==> src/rtl/ttc_pkg.sv <==
`timescale 1ns / 1ps

package ttc_pkg;

    localparam int DEF_TEXT_COLUMNS = 80;
    localparam int DEF_TEXT_ROWS    = 30;

    localparam int COL_W = 7;
    localparam int ROW_W = 5;
    localparam int IDX_W = 12;

    localparam logic [1:0] OP_PUT    = 2'd0;
    localparam logic [1:0] OP_SETPOS = 2'd1;
    localparam logic [1:0] OP_CLEAR  = 2'd2;

    localparam logic [7:0] CH_LF    = 8'h0A;
    localparam logic [7:0] CH_BS    = 8'h08;
    localparam logic [7:0] CH_SPACE = 8'h20;

    // One queued action: an optional clear-all, then an optional cell write.
    typedef struct packed {
        logic             clr;
        logic             wr;
        logic [ROW_W-1:0] wrow;
        logic [COL_W-1:0] wcol;
        logic [7:0]       ch;
        logic [15:0]      colour;
    } ttc_act_t;

endpackage

==> src/rtl/ttc_cmd_if.sv <==
`timescale 1ns / 1ps

interface ttc_cmd_if;
    logic        valid;
    logic        ready;
    logic [1:0]  opcode;
    logic [7:0]  char_code;
    logic [15:0] colour_word;
    logic [7:0]  new_column;
    logic [7:0]  new_row;

    modport source (
        output valid, opcode, char_code, colour_word, new_column, new_row,
        input  ready
    );

    modport sink (
        input  valid, opcode, char_code, colour_word, new_column, new_row,
        output ready
    );
endinterface

==> src/rtl/ttc_cell_if.sv <==
`timescale 1ns / 1ps

interface ttc_cell_if;
    logic        valid;
    logic        ready;
    logic        clear_all;
    logic [11:0] cell_index;
    logic [7:0]  cell_char;
    logic [15:0] cell_colour;
    logic        last_result;

    modport source (
        output valid, clear_all, cell_index, cell_char, cell_colour, last_result,
        input  ready
    );

    modport sink (
        input  valid, clear_all, cell_index, cell_char, cell_colour, last_result,
        output ready
    );
endinterface

==> src/rtl/ttc_front.sv <==
`timescale 1ns / 1ps

module ttc_front
    import ttc_pkg::*;
#(
    parameter int TEXT_COLUMNS = DEF_TEXT_COLUMNS,
    parameter int TEXT_ROWS    = DEF_TEXT_ROWS
) (
    input  logic       clk,
    input  logic       rst_n,
    ttc_cmd_if.sink    cmd,
    input  logic       q_full,
    output logic       push,
    output ttc_act_t   push_act
);

    logic [COL_W-1:0] col_reg, col_next;
    logic [ROW_W-1:0] row_reg, row_next;
    logic [COL_W-1:0] c1;
    logic [ROW_W-1:0] r1;
    logic             wrap;
    logic             accept;

    assign cmd.ready = !q_full;
    assign accept    = cmd.valid && cmd.ready;

    always_comb
    begin
        col_next        = col_reg;
        row_next        = row_reg;
        push            = 1'b0;
        push_act.clr    = 1'b0;
        push_act.wr     = 1'b0;
        push_act.wrow   = '0;
        push_act.wcol   = '0;
        push_act.ch     = cmd.char_code;
        push_act.colour = cmd.colour_word;

        // Wrap past the last column, or line feed
        wrap = (col_reg >= COL_W'(TEXT_COLUMNS)) || (cmd.char_code == CH_LF);
        if (wrap && (row_reg < ROW_W'(TEXT_ROWS)))
            r1 = row_reg + ROW_W'(1);
        else
            r1 = row_reg;
        c1 = wrap ? '0 : col_reg;

        case (cmd.opcode)
            OP_SETPOS:
            begin
                col_next = (cmd.new_column > 8'(TEXT_COLUMNS)) ?
                           COL_W'(TEXT_COLUMNS) : cmd.new_column[COL_W-1:0];
                row_next = (cmd.new_row > 8'(TEXT_ROWS)) ?
                           ROW_W'(TEXT_ROWS) : cmd.new_row[ROW_W-1:0];
            end
            OP_CLEAR:
            begin
                col_next     = '0;
                row_next     = '0;
                push         = 1'b1;
                push_act.clr = 1'b1;
                push_act.ch  = CH_SPACE;
            end
            default:
            begin
                if (cmd.char_code == CH_LF)
                begin
                    row_next = r1;
                    col_next = '0;
                end
                else if (r1 >= ROW_W'(TEXT_ROWS))
                begin
                    // Clear, then write the character at the origin
                    push         = 1'b1;
                    push_act.clr = 1'b1;
                    push_act.wr  = 1'b1;
                    row_next     = '0;
                    col_next     = COL_W'(1);
                end
                else if (cmd.char_code == CH_BS)
                begin
                    row_next    = r1;
                    push_act.ch = CH_SPACE;
                    if (c1 != '0)
                    begin
                        col_next      = c1 - COL_W'(1);
                        push          = 1'b1;
                        push_act.wr   = 1'b1;
                        push_act.wrow = r1;
                        push_act.wcol = c1 - COL_W'(1);
                    end
                    else
                    begin
                        col_next = '0;
                        if (r1 != '0)
                        begin
                            // Last cell of the previous row
                            push          = 1'b1;
                            push_act.wr   = 1'b1;
                            push_act.wrow = r1 - ROW_W'(1);
                            push_act.wcol = COL_W'(TEXT_COLUMNS - 1);
                        end
                    end
                end
                else
                begin
                    row_next      = r1;
                    col_next      = c1 + COL_W'(1);
                    push          = 1'b1;
                    push_act.wr   = 1'b1;
                    push_act.wrow = r1;
                    push_act.wcol = c1;
                end
            end
        endcase

        if (!accept)
            push = 1'b0;
    end

    always_ff @(posedge clk or negedge rst_n)
    begin
        if (!rst_n)
        begin
            col_reg <= '0;
            row_reg <= '0;
        end
        else if (accept)
        begin
            col_reg <= col_next;
            row_reg <= row_next;
        end
    end

endmodule

==> src/rtl/ttc_fifo.sv <==
`timescale 1ns / 1ps

module ttc_fifo
    import ttc_pkg::*;
(
    input  logic     clk,
    input  logic     rst_n,
    input  logic     push,
    input  ttc_act_t push_act,
    output logic     full,
    output logic     head_valid,
    output ttc_act_t head_act,
    input  logic     pop
);

    ttc_act_t   entries_reg [2];
    logic       wptr_reg, wptr_next;
    logic       rptr_reg, rptr_next;
    logic [1:0] count_reg, count_next;

    assign full       = (count_reg == 2'd2);
    assign head_valid = (count_reg != 2'd0);
    assign head_act   = entries_reg[rptr_reg];

    always_comb
    begin
        wptr_next  = push ? !wptr_reg : wptr_reg;
        rptr_next  = pop ? !rptr_reg : rptr_reg;
        count_next = count_reg + 2'(push) - 2'(pop);
    end

    always_ff @(posedge clk or negedge rst_n)
    begin
        if (!rst_n)
        begin
            wptr_reg  <= 1'b0;
            rptr_reg  <= 1'b0;
            count_reg <= 2'd0;
        end
        else
        begin
            wptr_reg  <= wptr_next;
            rptr_reg  <= rptr_next;
            count_reg <= count_next;
        end
    end

    always_ff @(posedge clk)
    begin
        if (push)
            entries_reg[wptr_reg] <= push_act;
    end

endmodule

==> src/rtl/ttc_back.sv <==
`timescale 1ns / 1ps

module ttc_back
    import ttc_pkg::*;
#(
    parameter int TEXT_COLUMNS = DEF_TEXT_COLUMNS
) (
    input  logic      clk,
    input  logic      rst_n,
    input  logic      head_valid,
    input  ttc_act_t  head_act,
    output logic      pop,
    ttc_cell_if.source cells
);

    logic             out_valid_reg, out_valid_next;
    logic             phase_reg, phase_next;
    logic             clear_reg, clear_next;
    logic [IDX_W-1:0] idx_reg, idx_next;
    logic [7:0]       char_reg, char_next;
    logic [15:0]      colour_reg, colour_next;
    logic             last_reg, last_next;
    logic             load;

    assign load = !out_valid_reg || cells.ready;

    always_comb
    begin
        out_valid_next = out_valid_reg;
        phase_next     = phase_reg;
        clear_next     = clear_reg;
        idx_next       = idx_reg;
        char_next      = char_reg;
        colour_next    = colour_reg;
        last_next      = last_reg;
        pop            = 1'b0;

        if (load)
        begin
            out_valid_next = head_valid;
            if (head_valid)
            begin
                colour_next = head_act.colour;
                if (head_act.clr && !phase_reg)
                begin
                    clear_next = 1'b1;
                    idx_next   = '0;
                    char_next  = CH_SPACE;
                    last_next  = !head_act.wr;
                    // Hold the entry for its cell write
                    phase_next = head_act.wr;
                    pop        = !head_act.wr;
                end
                else
                begin
                    clear_next = 1'b0;
                    idx_next   = IDX_W'(IDX_W'(head_act.wrow) * IDX_W'(TEXT_COLUMNS)
                                        + IDX_W'(head_act.wcol));
                    char_next  = head_act.ch;
                    last_next  = 1'b1;
                    phase_next = 1'b0;
                    pop        = 1'b1;
                end
            end
        end
    end

    always_ff @(posedge clk or negedge rst_n)
    begin
        if (!rst_n)
        begin
            out_valid_reg <= 1'b0;
            phase_reg     <= 1'b0;
        end
        else
        begin
            out_valid_reg <= out_valid_next;
            phase_reg     <= phase_next;
        end
    end

    always_ff @(posedge clk)
    begin
        clear_reg  <= clear_next;
        idx_reg    <= idx_next;
        char_reg   <= char_next;
        colour_reg <= colour_next;
        last_reg   <= last_next;
    end

    assign cells.valid       = out_valid_reg;
    assign cells.clear_all   = clear_reg;
    assign cells.cell_index  = idx_reg;
    assign cells.cell_char   = char_reg;
    assign cells.cell_colour = colour_reg;
    assign cells.last_result = last_reg;

endmodule

==> src/rtl/text_teletype_cursor.sv <==
`timescale 1ns / 1ps

// Teletype cursor over a TEXT_COLUMNS x TEXT_ROWS character-cell buffer.
// cmd (sink): put character, set cursor position or clear screen commands.
// cells (source): cell writes and clear-all beats; last_result marks the final
// beat that a command causes. A command may cause zero, one or two beats.
// The front unit keeps the cursor and classifies each command in the cycle it
// is accepted; a two-entry action queue feeds the back unit, which computes
// the linear index and drives a registered output.
// The action for an accepted command is written into a queue entry, then
// loaded into the back unit's output register, which drives cells.
// Throughput: the back unit issues one beat per cycle while the receiver is
// ready; a clear-all followed by a cell write takes two beats from one entry.
// Reset puts the cursor at the origin and empties the queue and output.
// When the receiver stalls, the output beat holds, the queue fills, and
// cmd.ready drops once both queue entries are taken.
module text_teletype_cursor
    import ttc_pkg::*;
#(
    parameter int TEXT_COLUMNS = DEF_TEXT_COLUMNS,
    parameter int TEXT_ROWS    = DEF_TEXT_ROWS
) (
    input  logic       clk,
    input  logic       rst_n,
    ttc_cmd_if.sink    cmd,
    ttc_cell_if.source cells
);

    logic     push;
    ttc_act_t push_act;
    logic     q_full;
    logic     head_valid;
    ttc_act_t head_act;
    logic     pop;

    ttc_front #(
        .TEXT_COLUMNS (TEXT_COLUMNS),
        .TEXT_ROWS    (TEXT_ROWS)
    ) u_front (
        .clk      (clk),
        .rst_n    (rst_n),
        .cmd      (cmd),
        .q_full   (q_full),
        .push     (push),
        .push_act (push_act)
    );

    ttc_fifo u_fifo (
        .clk        (clk),
        .rst_n      (rst_n),
        .push       (push),
        .push_act   (push_act),
        .full       (q_full),
        .head_valid (head_valid),
        .head_act   (head_act),
        .pop        (pop)
    );

    ttc_back #(
        .TEXT_COLUMNS (TEXT_COLUMNS)
    ) u_back (
        .clk        (clk),
        .rst_n      (rst_n),
        .head_valid (head_valid),
        .head_act   (head_act),
        .pop        (pop),
        .cells      (cells)
    );

endmodule
==> src/flat_wrapper.sv <==
// flat-port wrapper written by rule: the top's interface ports become plain ports
module text_teletype_cursor_flat import ttc_pkg::*;
#(
    parameter int TEXT_COLUMNS = DEF_TEXT_COLUMNS,
    parameter int TEXT_ROWS    = DEF_TEXT_ROWS
)
  (clk, rst_n, cmd_valid, cmd_opcode, cmd_char_code, cmd_colour_word, cmd_new_column, cmd_new_row, cmd_ready, cells_valid, cells_clear_all, cells_cell_index, cells_cell_char, cells_cell_colour, cells_last_result, cells_ready);
  ttc_cmd_if cmd_i ();
  ttc_cell_if cells_i ();
  input  logic clk;
  input  logic rst_n;
  input wire logic [$bits(cmd_i.valid)-1:0] cmd_valid;
  input wire logic [$bits(cmd_i.opcode)-1:0] cmd_opcode;
  input wire logic [$bits(cmd_i.char_code)-1:0] cmd_char_code;
  input wire logic [$bits(cmd_i.colour_word)-1:0] cmd_colour_word;
  input wire logic [$bits(cmd_i.new_column)-1:0] cmd_new_column;
  input wire logic [$bits(cmd_i.new_row)-1:0] cmd_new_row;
  output wire logic [$bits(cmd_i.ready)-1:0] cmd_ready;
  output wire logic [$bits(cells_i.valid)-1:0] cells_valid;
  output wire logic [$bits(cells_i.clear_all)-1:0] cells_clear_all;
  output wire logic [$bits(cells_i.cell_index)-1:0] cells_cell_index;
  output wire logic [$bits(cells_i.cell_char)-1:0] cells_cell_char;
  output wire logic [$bits(cells_i.cell_colour)-1:0] cells_cell_colour;
  output wire logic [$bits(cells_i.last_result)-1:0] cells_last_result;
  input wire logic [$bits(cells_i.ready)-1:0] cells_ready;
  assign cmd_i.valid = cmd_valid;
  assign cmd_i.opcode = cmd_opcode;
  assign cmd_i.char_code = cmd_char_code;
  assign cmd_i.colour_word = cmd_colour_word;
  assign cmd_i.new_column = cmd_new_column;
  assign cmd_i.new_row = cmd_new_row;
  assign cmd_ready = cmd_i.ready;
  assign cells_valid = cells_i.valid;
  assign cells_clear_all = cells_i.clear_all;
  assign cells_cell_index = cells_i.cell_index;
  assign cells_cell_char = cells_i.cell_char;
  assign cells_cell_colour = cells_i.cell_colour;
  assign cells_last_result = cells_i.last_result;
  assign cells_i.ready = cells_ready;
  text_teletype_cursor #(.TEXT_COLUMNS(TEXT_COLUMNS), .TEXT_ROWS(TEXT_ROWS)) u_core (.clk(clk), .rst_n(rst_n), .cmd(cmd_i), .cells(cells_i));
endmodule
==> config.mk <==
export PLATFORM = sky130hd
export DESIGN_NAME = text_teletype_cursor_flat
export DESIGN_NICKNAME = d
export VERILOG_FILES = /design/src/rtl/ttc_pkg.sv /design/src/rtl/ttc_cmd_if.sv /design/src/rtl/ttc_cell_if.sv /design/src/rtl/ttc_front.sv /design/src/rtl/ttc_fifo.sv /design/src/rtl/ttc_back.sv /design/src/rtl/text_teletype_cursor.sv /design/src/flat_wrapper.sv
export SDC_FILE = /design/constraint.sdc
export NUM_CORES = 1
export LEC_CHECK = 0
export ABC_CLOCK_PERIOD_IN_PS = 5700
export BUFFER_PORTS_ARGS = -buffer_cell sky130_fd_sc_hd__buf_2
export CAP_MARGIN = 20
export CORE_ASPECT_RATIO = 1.75
export CORE_MARGIN = 1.5
export CORE_UTILIZATION = 50
export DETAILED_ROUTE_END_ITERATION = 6
export GPL_ROUTABILITY_DRIVEN = 0
export GPL_TIMING_DRIVEN = 0
export PLACE_DENSITY_LB_ADDON = 0.05
export RECOVER_POWER = 50
export SYNTH_ARGS = -nofsm -noshare
export SYNTH_HDL_FRONTEND = slang
export SYNTH_SLANG_ARGS = --single-unit
==> constraint.sdc <==
create_clock -name clk -period 5.7 [get_ports clk]
set_input_delay 1.14 -clock clk [delete_from_list [all_inputs] [get_ports clk]]
set_output_delay 1.14 -clock clk [all_outputs]
set_load 0.02 [all_outputs]
==> results.md, run 1 <==
* CTS Buf Count at 17
* Average cell area after synthesis at 12.6 um^2
* Clock power share at 24.1%
* CP startpoint kind: input port
* Hold buffer count at CTS at 0
* Sw frac at 38.4%
* Clk_skew at 0.00936 ns
* Logic gate share of total power at 39.9%
* Post-synth EDFFs at ~110
* Root Buffer: clkbuf_16
* Post-DP HPWL at 9930 um
* Clock sink count at 132
* Htree depth at 4
* N_diodes at 0
* First-pass GRT wire length at 21900 um
* DP Area at 7160 um^2
* Critical Path AT at 4.56 ns
* Core Area at 12500 um^2
* Via Count at around 4500
* Final instance area at 7640 um^2
* Final antenna-violating net count at 0
* Final #Nets at 682
* Final critical-path share of the clock period at between 70% and 80%
* Peak Freq at 0.237 GHz
* CTS Buffer Depth at 2
* Mapped Area at approximately 6400 um^2
* Register Area at 3870 um^2
* Net Switching at 1.64 mW
* Site row count at 54
* IO Pins at 86
* Initial DRT Pass Iterations at 5
* Pleak at between 2 and 3 nW
* CTS tree: yes
* Synth unique cells at 66
* Pin count of the biggest net entering global routing at 33
* Mapped Nets at 575
* Failing checks: max-capacitance violations, max-slew violations
* Post-CTS setup buffer count at 0
* Fin crit period at 4.22 ns
* Drt wl/cell at 16.9 um
* DRC viols at 0
* Max FFs per register at 76
* Sequential area share after synthesis at roughly 60%
* DRT iter0 DRCs at 202
* PwrDens at 557 nW/um^2
* Worst r2r src: u_core.u_fifo.rptr_reg
* Ys Warns at 0
* CP Capture Type: register
* RSZ-0062 raised after global routing: no
* DIE AREA at 13600 um^2
* Clk slew on worst S/H paths at around 0.06 ns
* CP Launch Point: cells_ready
* Layout cells sized above 1 at about a fifth
* Max_cap viols at 1
* GRT overflow at 0
* Synth Instances at 510
* Antenna violations before repair at 0
* Final Slew Violations at 31
* Clk_lat worst skew at approximately 0.41 ns
* IO buf count at 85
* Status: complete, but fails checks
* Vias in the first global route at 4609
* Pwr Total at 4.26 mW
* Total track usage at about a fifth
* CP Class: in -> reg
* CP Max Fanout at 30
* Internal power at 2.62 mW
* Die Span Y at approximately 150 um
* Synthesis-to-layout area growth at 18.7%
* Die X at 88.8 um
* Type of the tightest min-delay check: reg -> reg
* Fin. Hold Viols at 0
* Synth Flop Type: edfxtp_1
* Worst Path Required at 6.04 ns
* Wirelength, routed at around 13000 um
* Async set-reset flop share out of synthesis at a little over an eighth
* Setup-failing EPs final at 0
* Register share of total power at 35.9%
* Filler Cells Inserted at 1038
* Vias per cell at 5.59
* CTS resizes at 0
* Max_slew headroom at -4.87%
* Worst-Margin Slew at 1.57 ns
* Starting Density at 51.5%
* Hold Startpoint: u_core.u_fifo.count_reg[1]
* Flops & latches, synth at about 130
* Multi-input gate area at 2390 um^2
* Peak VDD IR at 272 uV
critical path, stage by stage:
cell and delay [ns]:
buf_2 0.08, inv_1 0.04, a21oi_1 0.91, clkbuf_1 1.21, and2_0 0.41, ha_1 0.29, inv_1 0.06, ha_1 0.14
xnor2_1 0.13, xnor2_1 0.14
layout make-up:
type | instances | share of cell area [%]
Tap cell | 168 | 2.75
Multi-Input combinational cell | 335 | 31.3
Clock buffer | 17 | 5.57
Sequential cell | 132 | 50.7
Clock inverter | 15 | 1.83
Inverter | 18 | 0.884
Timing Repair Buffer | 88 | 5.45
Buffer | 25 | 1.49
through the flow:
step	utilization, %	cells	hold slack (ns)	setup TNS (ns)	setup WS (ns)
2_1_floorplan	-	510	0.455	0	0.882
5_1_grt	61.1	798	0.548	0	1.07
3_5_place_dp	57.2	766	0.485	0	1.41
6_report	61.1	798	0.496	0	1.48
4_1_cts	61.8	798	0.498	0	1.72
3_3_place_gp	56.6	763	0.469	-34.11	-0.902
layout by cell type (no fill, tap or decap), types with 19 or more instances in the layout:
cell type,n
a21oi_1,20
buf_2,47
clkbuf_1,62
edfxtp_1,114
mux2_2,24
nand2_1,32
nor2_1,34
o21ai_0,19
cells in the mapped netlist (4+ instances only):
cell type | instances | area, um^2
a211oi_1 | 4 | 30.0
edfxtp_1 | 114 | 3420
o21ai_0 | 19 | 95.1
nand2_1 | 32 | 120
mux2i_1 | 17 | 170
and3_1 | 5 | 31.3
inv_1 | 18 | 67.6
a31oi_1 | 9 | 56.3
nor2_1 | 34 | 128
nand3_1 | 18 | 90.1
clkbuf_1 | 18 | 67.6
xnor2_1 | 7 | 61.3
ha_1 | 17 | 213
nor2b_1 | 15 | 93.8
or3_1 | 4 | 25.0
dfrtp_1 | 18 | 450
nand4_1 | 8 | 50.1
nand2b_1 | 5 | 31.3
nor4_1 | 5 | 31.3
nor3_1 | 12 | 60.1
mux2_2 | 24 | 270
o211ai_1 | 4 | 30.0
buf_2 | 4 | 20.0
o221ai_1 | 5 | 43.8
and2_1 | 6 | 37.5
a21o_1 | 4 | 30.0
a21oi_1 | 20 | 100
o21ai_1 | 6 | 30.0
xor2_1 | 7 | 61.3
path summary, 6_finish.rpt:
kind	slack [ns]	cells after the start	endpoint
worst max-delay path	1.48	10	u_core.u_fifo.count_reg[1]
worst min-delay path	0.50	1	u_core.u_fifo.count_reg[1]
worst max register to register	1.79	11	u_core.u_back.cells.cell_index[11]
worst min register to register	0.50	1	u_core.u_fifo.count_reg[1]
max in group asynchronous	4.07	1	u_core.u_back.phase_reg
min in group asynchronous	0.93	1	u_core.u_front.row_reg[4]
layer usage:
metal	up-vias	part of all wire, %	GRT usage (%)
met4	0	5.0	12.6
met5	-	0	0
met1	2114	38	21.9
met2	148	53	38.0
met3	38	4.2	4.97
li1	2160	-	-
kinds of logic after synthesis:
| kind of cell | synth area share (%) |
|---|---|
| and+or+nand+nor | 13.7 |
| buffers and inverters | 2.82 |
| adders and majority gates | 3.92 |
| xor gates and xnor gates | 1.90 |
| muxes | 7.01 |
| AOI/OAI and AO/OA | 10.5 |
| DFF | 60.2 |
power groups by stage:
| stage | registers [mW] | clock network [mW] | logic [mW] |
|---|---|---|---|
| final | 1.53 | 1.03 | 1.70 |
| after global routing | 1.56 | 1.10 | 1.89 |
| after CTS | 1.53 | 1.05 | 1.76 |
| after detailed placement | 1.54 | 0 | 1.75 |
| after global placement | 1.55 | 0 | 1.68 |
| after floorplan | 1.70 | 0 | 1.11 |
Power figures use the tool's default switching activity.
==> inputs of run 2 (changes only) <==
--- a/config.mk
+++ b/config.mk
@@ -5,7 +5,8 @@
 export SDC_FILE = /design/constraint.sdc
 export NUM_CORES = 1
 export LEC_CHECK = 0
-export ABC_CLOCK_PERIOD_IN_PS = 5700
+export ABC_AREA = 1
+export ABC_CLOCK_PERIOD_IN_PS = 3600
 export BUFFER_PORTS_ARGS = -buffer_cell sky130_fd_sc_hd__buf_2
 export CAP_MARGIN = 20
 export CORE_ASPECT_RATIO = 1.75
==> constraint.sdc (replaced) <==
create_clock -name clk -period 3.6 [get_ports clk]
set_input_delay 0.72 -clock clk [delete_from_list [all_inputs] [get_ports clk]]
set_output_delay 0.72 -clock clk [all_outputs]
set_load 0.02 [all_outputs]
==> run 2 against run 1 <==
The flow still finishes with violations (max-capacitance violations, max-slew violations). Clock skew up 0.0010 ns. Setup slack worse by 1.2 ns. Sequential cell count is the same. Die area decreased by 2.8%. Critical path type unchanged. Synthesized cell count rose by 22%. Highest routed layer unchanged. Largest cell class unchanged. Combinational power is 75% higher.
==> results.md, run 2 <==
* Status: complete, but fails checks
* Failing checks: max-capacitance violations, max-slew violations
* Total track usage at 21.2% (-0.14 points)
* Ys Warns at 0 (unchanged)
* Pleak at 3.27 nW (+14%)
* Grt met2 use at 39.8% (+1.9 points)
* CP max stage delay at 0.48 ns (-0.73 ns)
* Synth top area share at 54.7% (+1.6 points)
* CP Class: in -> reg
* Met3 Track Usage GR at 4.58% (-0.39 points)
* PwrDens at 974 nW/um^2 (+75%)
* Final #Nets at 792 (+16%)
* Critical Path AT at 3.40 ns (-1.16 ns)
* Register share of total power at 34.5% (-1.4 points)
* Most common cell on crit path: nand2_1
* Core Area at 12100 um^2 (-2.9%)
* Post-CTS setup buffer count at 0 (unchanged)
* Peak VDD IR at 385 uV (+42%)
* IO Pins at 86 (unchanged)
* Final critical-path share of the clock period at between 90% and 100%
* Die Span Y at 151 um (-1.4%)
* RSZ-0062 raised after global routing: no
* CTS tree: yes
* Logic gate share of total power at 40.9% (+1.0 points)
* Via Count at 4594 (+3.0%)
* Sw frac at 40.2% (+1.8 points)
* Synth Instances at 621 (+22%)
* Mapped Nets at 686 (+19%)
* Flops & latches, synth at 132 (unchanged)
* CTS Buffer Depth at 2 (unchanged)
* First-pass GRT wire length at 21200 um (-3.5%)
* Util after Layout at 61.7% (+0.56 points)
* Crit path cell chain: buf_2 > inv_1 > nand2_1 > nor2_1 > nand2_1 > nand2_2 > buf_6 > nor2_1 > inv_1 > ha_1 > nand2_1 > nor2_4 > nand3_2 > o21bai_2 > nand2_1 > nand2_2 > nor2_4 > buf_16
* GRT overflow at 0 (unchanged)
* Peak Freq at just over 0.3 GHz
* Gr busiest metal: met2
* Setup WS pre-CTS at -0.188 ns (-1.60 ns)
* Clock power share at 24.6% (+0.5 points)
* Most common cell in the synthesized netlist: nand2_1
* Fin. Hold Viols at 0 (unchanged)
* Sequential area share after synthesis at 61.9% (+1.8 points)
* Worst Path Required at 3.71 ns (-2.33 ns)
* Max_cap viols at 1 (unchanged)
* Hold buffer count at CTS at 0 (unchanged)
* CTS Buf Count at 17 (unchanged)
* Synth unique cells at 39 (-41%)
* DRT iter0 DRCs at 215 (+6.4%)
* Commonest non-fill, non-tap cells in the layout: nand2_1, edfxtp_1, inv_1
* Initial DRT Pass Iterations at 6 (+1)
* Mapped Area at 6260 um^2 (-2.8%)
* Final instance area at 7490 um^2 (-2.0%)
* Final WS setup at 0.309 ns (-1.17 ns)
* Antenna violations before repair at 0 (unchanged)
* Slowest-stage cell, CP: nor2_4
* Htree depth at 4 (unchanged)
* Fin crit period at 3.29 ns
* Die X at 87.6 um (-1.4%)
* Met1 Use GR at 21.2% (-0.74 points)
* Layout cells sized above 1 at 12.8% (-6.5 points)
* Clock sink count at 132 (unchanged)
* Type of the tightest min-delay check: in -> async
* Starting Density at 51.6% (about the same)
* Root Buffer: clkbuf_16
* Post-synth EDFFs at 114 (unchanged)
* Vias per cell at 5.08 (-9.2%)
* Clk_skew at 0.0104 ns (+0.00101 ns)
* Async set-reset flop share out of synthesis at 13.6% (unchanged)
* Synthesis-to-layout area growth at 19.6%
* Average cell area after synthesis at 10.1 um^2 (-20%)
* Post-DP HPWL at 9720 um (-2.1%)
* Max FFs per register at 76 (unchanged)
* Filler Cells Inserted at 1055 (+1.6%)
* Ranking of synthesized cells by area: edfxtp_1, nand2_1, dfrtp_1
* Synth Flop Type: edfxtp_1
* Net Switching at 2.93 mW (+79%)
* Final Slew Violations at 34 (+9.7%)
* CTS resizes at 0 (unchanged)
* Wirelength, routed at 13100 um (-2.8%)
* Setup-failing EPs final at 0 (unchanged)
* Site row count at 53 (-1.9%)
* N_diodes at 0 (unchanged)
* DIE AREA at 13200 um^2 (-2.8%)
* CP startpoint kind: input port
* DP Area at 6950 um^2 (-2.9%)
* Drt wl/cell at 14.5 um (-14%)
* Worst-Margin Slew at 1.81 ns (+0.239 ns)
* CP Max Fanout at 23 (-23%)
* Max_slew headroom at -20.8% (-16 points)
* DRC viols at 0 (unchanged)
* Clk_lat worst skew at 0.41 ns (about the same)
* Pin count of the biggest net entering global routing at 39 (+18%)
* Cell taking the most area after synthesis: edfxtp_1
* IO buf count at 85 (unchanged)
* CP Capture Type: register
* Clk slew on worst S/H paths at 0.06 ns (about the same)
* Leading cell type in the layout, fill and taps excluded: nand2_1
* Internal power at 4.36 mW (+66%)
* Final antenna-violating net count at 0 (unchanged)
* Vias in the first global route at 4675 (+1.4%)
* Top cells by count, synth: nand2_1, edfxtp_1, inv_1, nor2_1, nand3_1
run 2: changes by cell type in the layout (fill, tap and decap cells not counted), sizes merged, moves of 6 or more:
| cell | before | now |
|---|---|---|
| nand2 | 32 | 184 |
| inv | 26 | 87 |
| mux2 | 25 | 0 |
| nor2 | 34 | 59 |
| mux2i | 17 | 0 |
| nor2b | 15 | 0 |
| buf | 51 | 41 |
| nand3 | 18 | 28 |
| nor3 | 12 | 5 |
| nor4 | 7 | 1 |
run 2: stage by stage:
stage               hold WS, ns  TNS (ns)  total power [mW]  cells
global route              0.482         0              7.82    905
global placement          0.454    -69.98              5.46    871
CTS                       0.246         0              7.42    905
detailed placement        0.462     -9.82              5.60    873
finish                    0.463         0              7.29    905
floorplan                 0.424         0              4.72    621
run 2: power groups by stage:
stage	sequential [mW]	clock (mW)	combinational [mW]
after floorplan	2.80	0	1.92
final	2.51	1.80	2.98
after detailed placement	2.53	0	3.07
after global placement	2.54	0	2.92
after global routing	2.57	1.88	3.36
after CTS	2.50	1.82	3.10
run 2: area by class of cell:
cell class              count  area [um^2]  share of cell area [%]
flip-flops and latches    132         3870                    51.7
multi-input cells         392         2020                    26.9
clock buffers              17          425                    5.68
repair buffers             87          398                    5.32
inverters                  80          303                    4.04
well taps                 165          206                    2.76
clock inverters            15          189                    2.52
plain buffers              17         75.1                    1.00
run 2: critical path, delay by kind of cell:
family	cells	cell delay [ns]
simple gates	11	1.61
compound gates	1	0.08
buf+inv	5	0.74
fa+ha+maj	1	0.23
run 2: logic make-up after synthesis:
kind of cell             Yosys count  share of synthesized area, %
adder cells (fa/ha/maj)           19                          4.04
buffers and inverters             97                          6.00
AO/OA/AOI/OAI                     68                          6.14
AND/OR/NAND/NOR                  291                          20.0
flip-flops                       132                          61.9
XOR/XNOR                          14                          1.96
run 2: path summary, 6_finish.rpt:
check	start	endpoint	slack, ns	depth (start not counted)
setup / recovery	cmd_char_code[5]	u_core.u_fifo.entries_reg[1][30]	0.31	18
hold / removal	rst_n	u_core.u_front.col_reg[2]	0.46	1
setup reg to reg	u_core.u_front.col_reg[5]	u_core.u_fifo.entries_reg[1][30]	0.34	14
hold reg to reg	u_core.u_fifo.wptr_reg	u_core.u_fifo.wptr_reg	0.47	2
max in group asynchronous	rst_n	u_core.u_fifo.rptr_reg	2.50	1
min in group clk	u_core.u_fifo.wptr_reg	u_core.u_fifo.wptr_reg	0.47	2
run 2: routing by layer:
layer / vias to the layer above / routed length (um)
li1: 2271 / -
met1: 2137 / 4800
met2: 146 / 7160
met3: 40 / 540
met4: 0 / 590
met5: - / 0
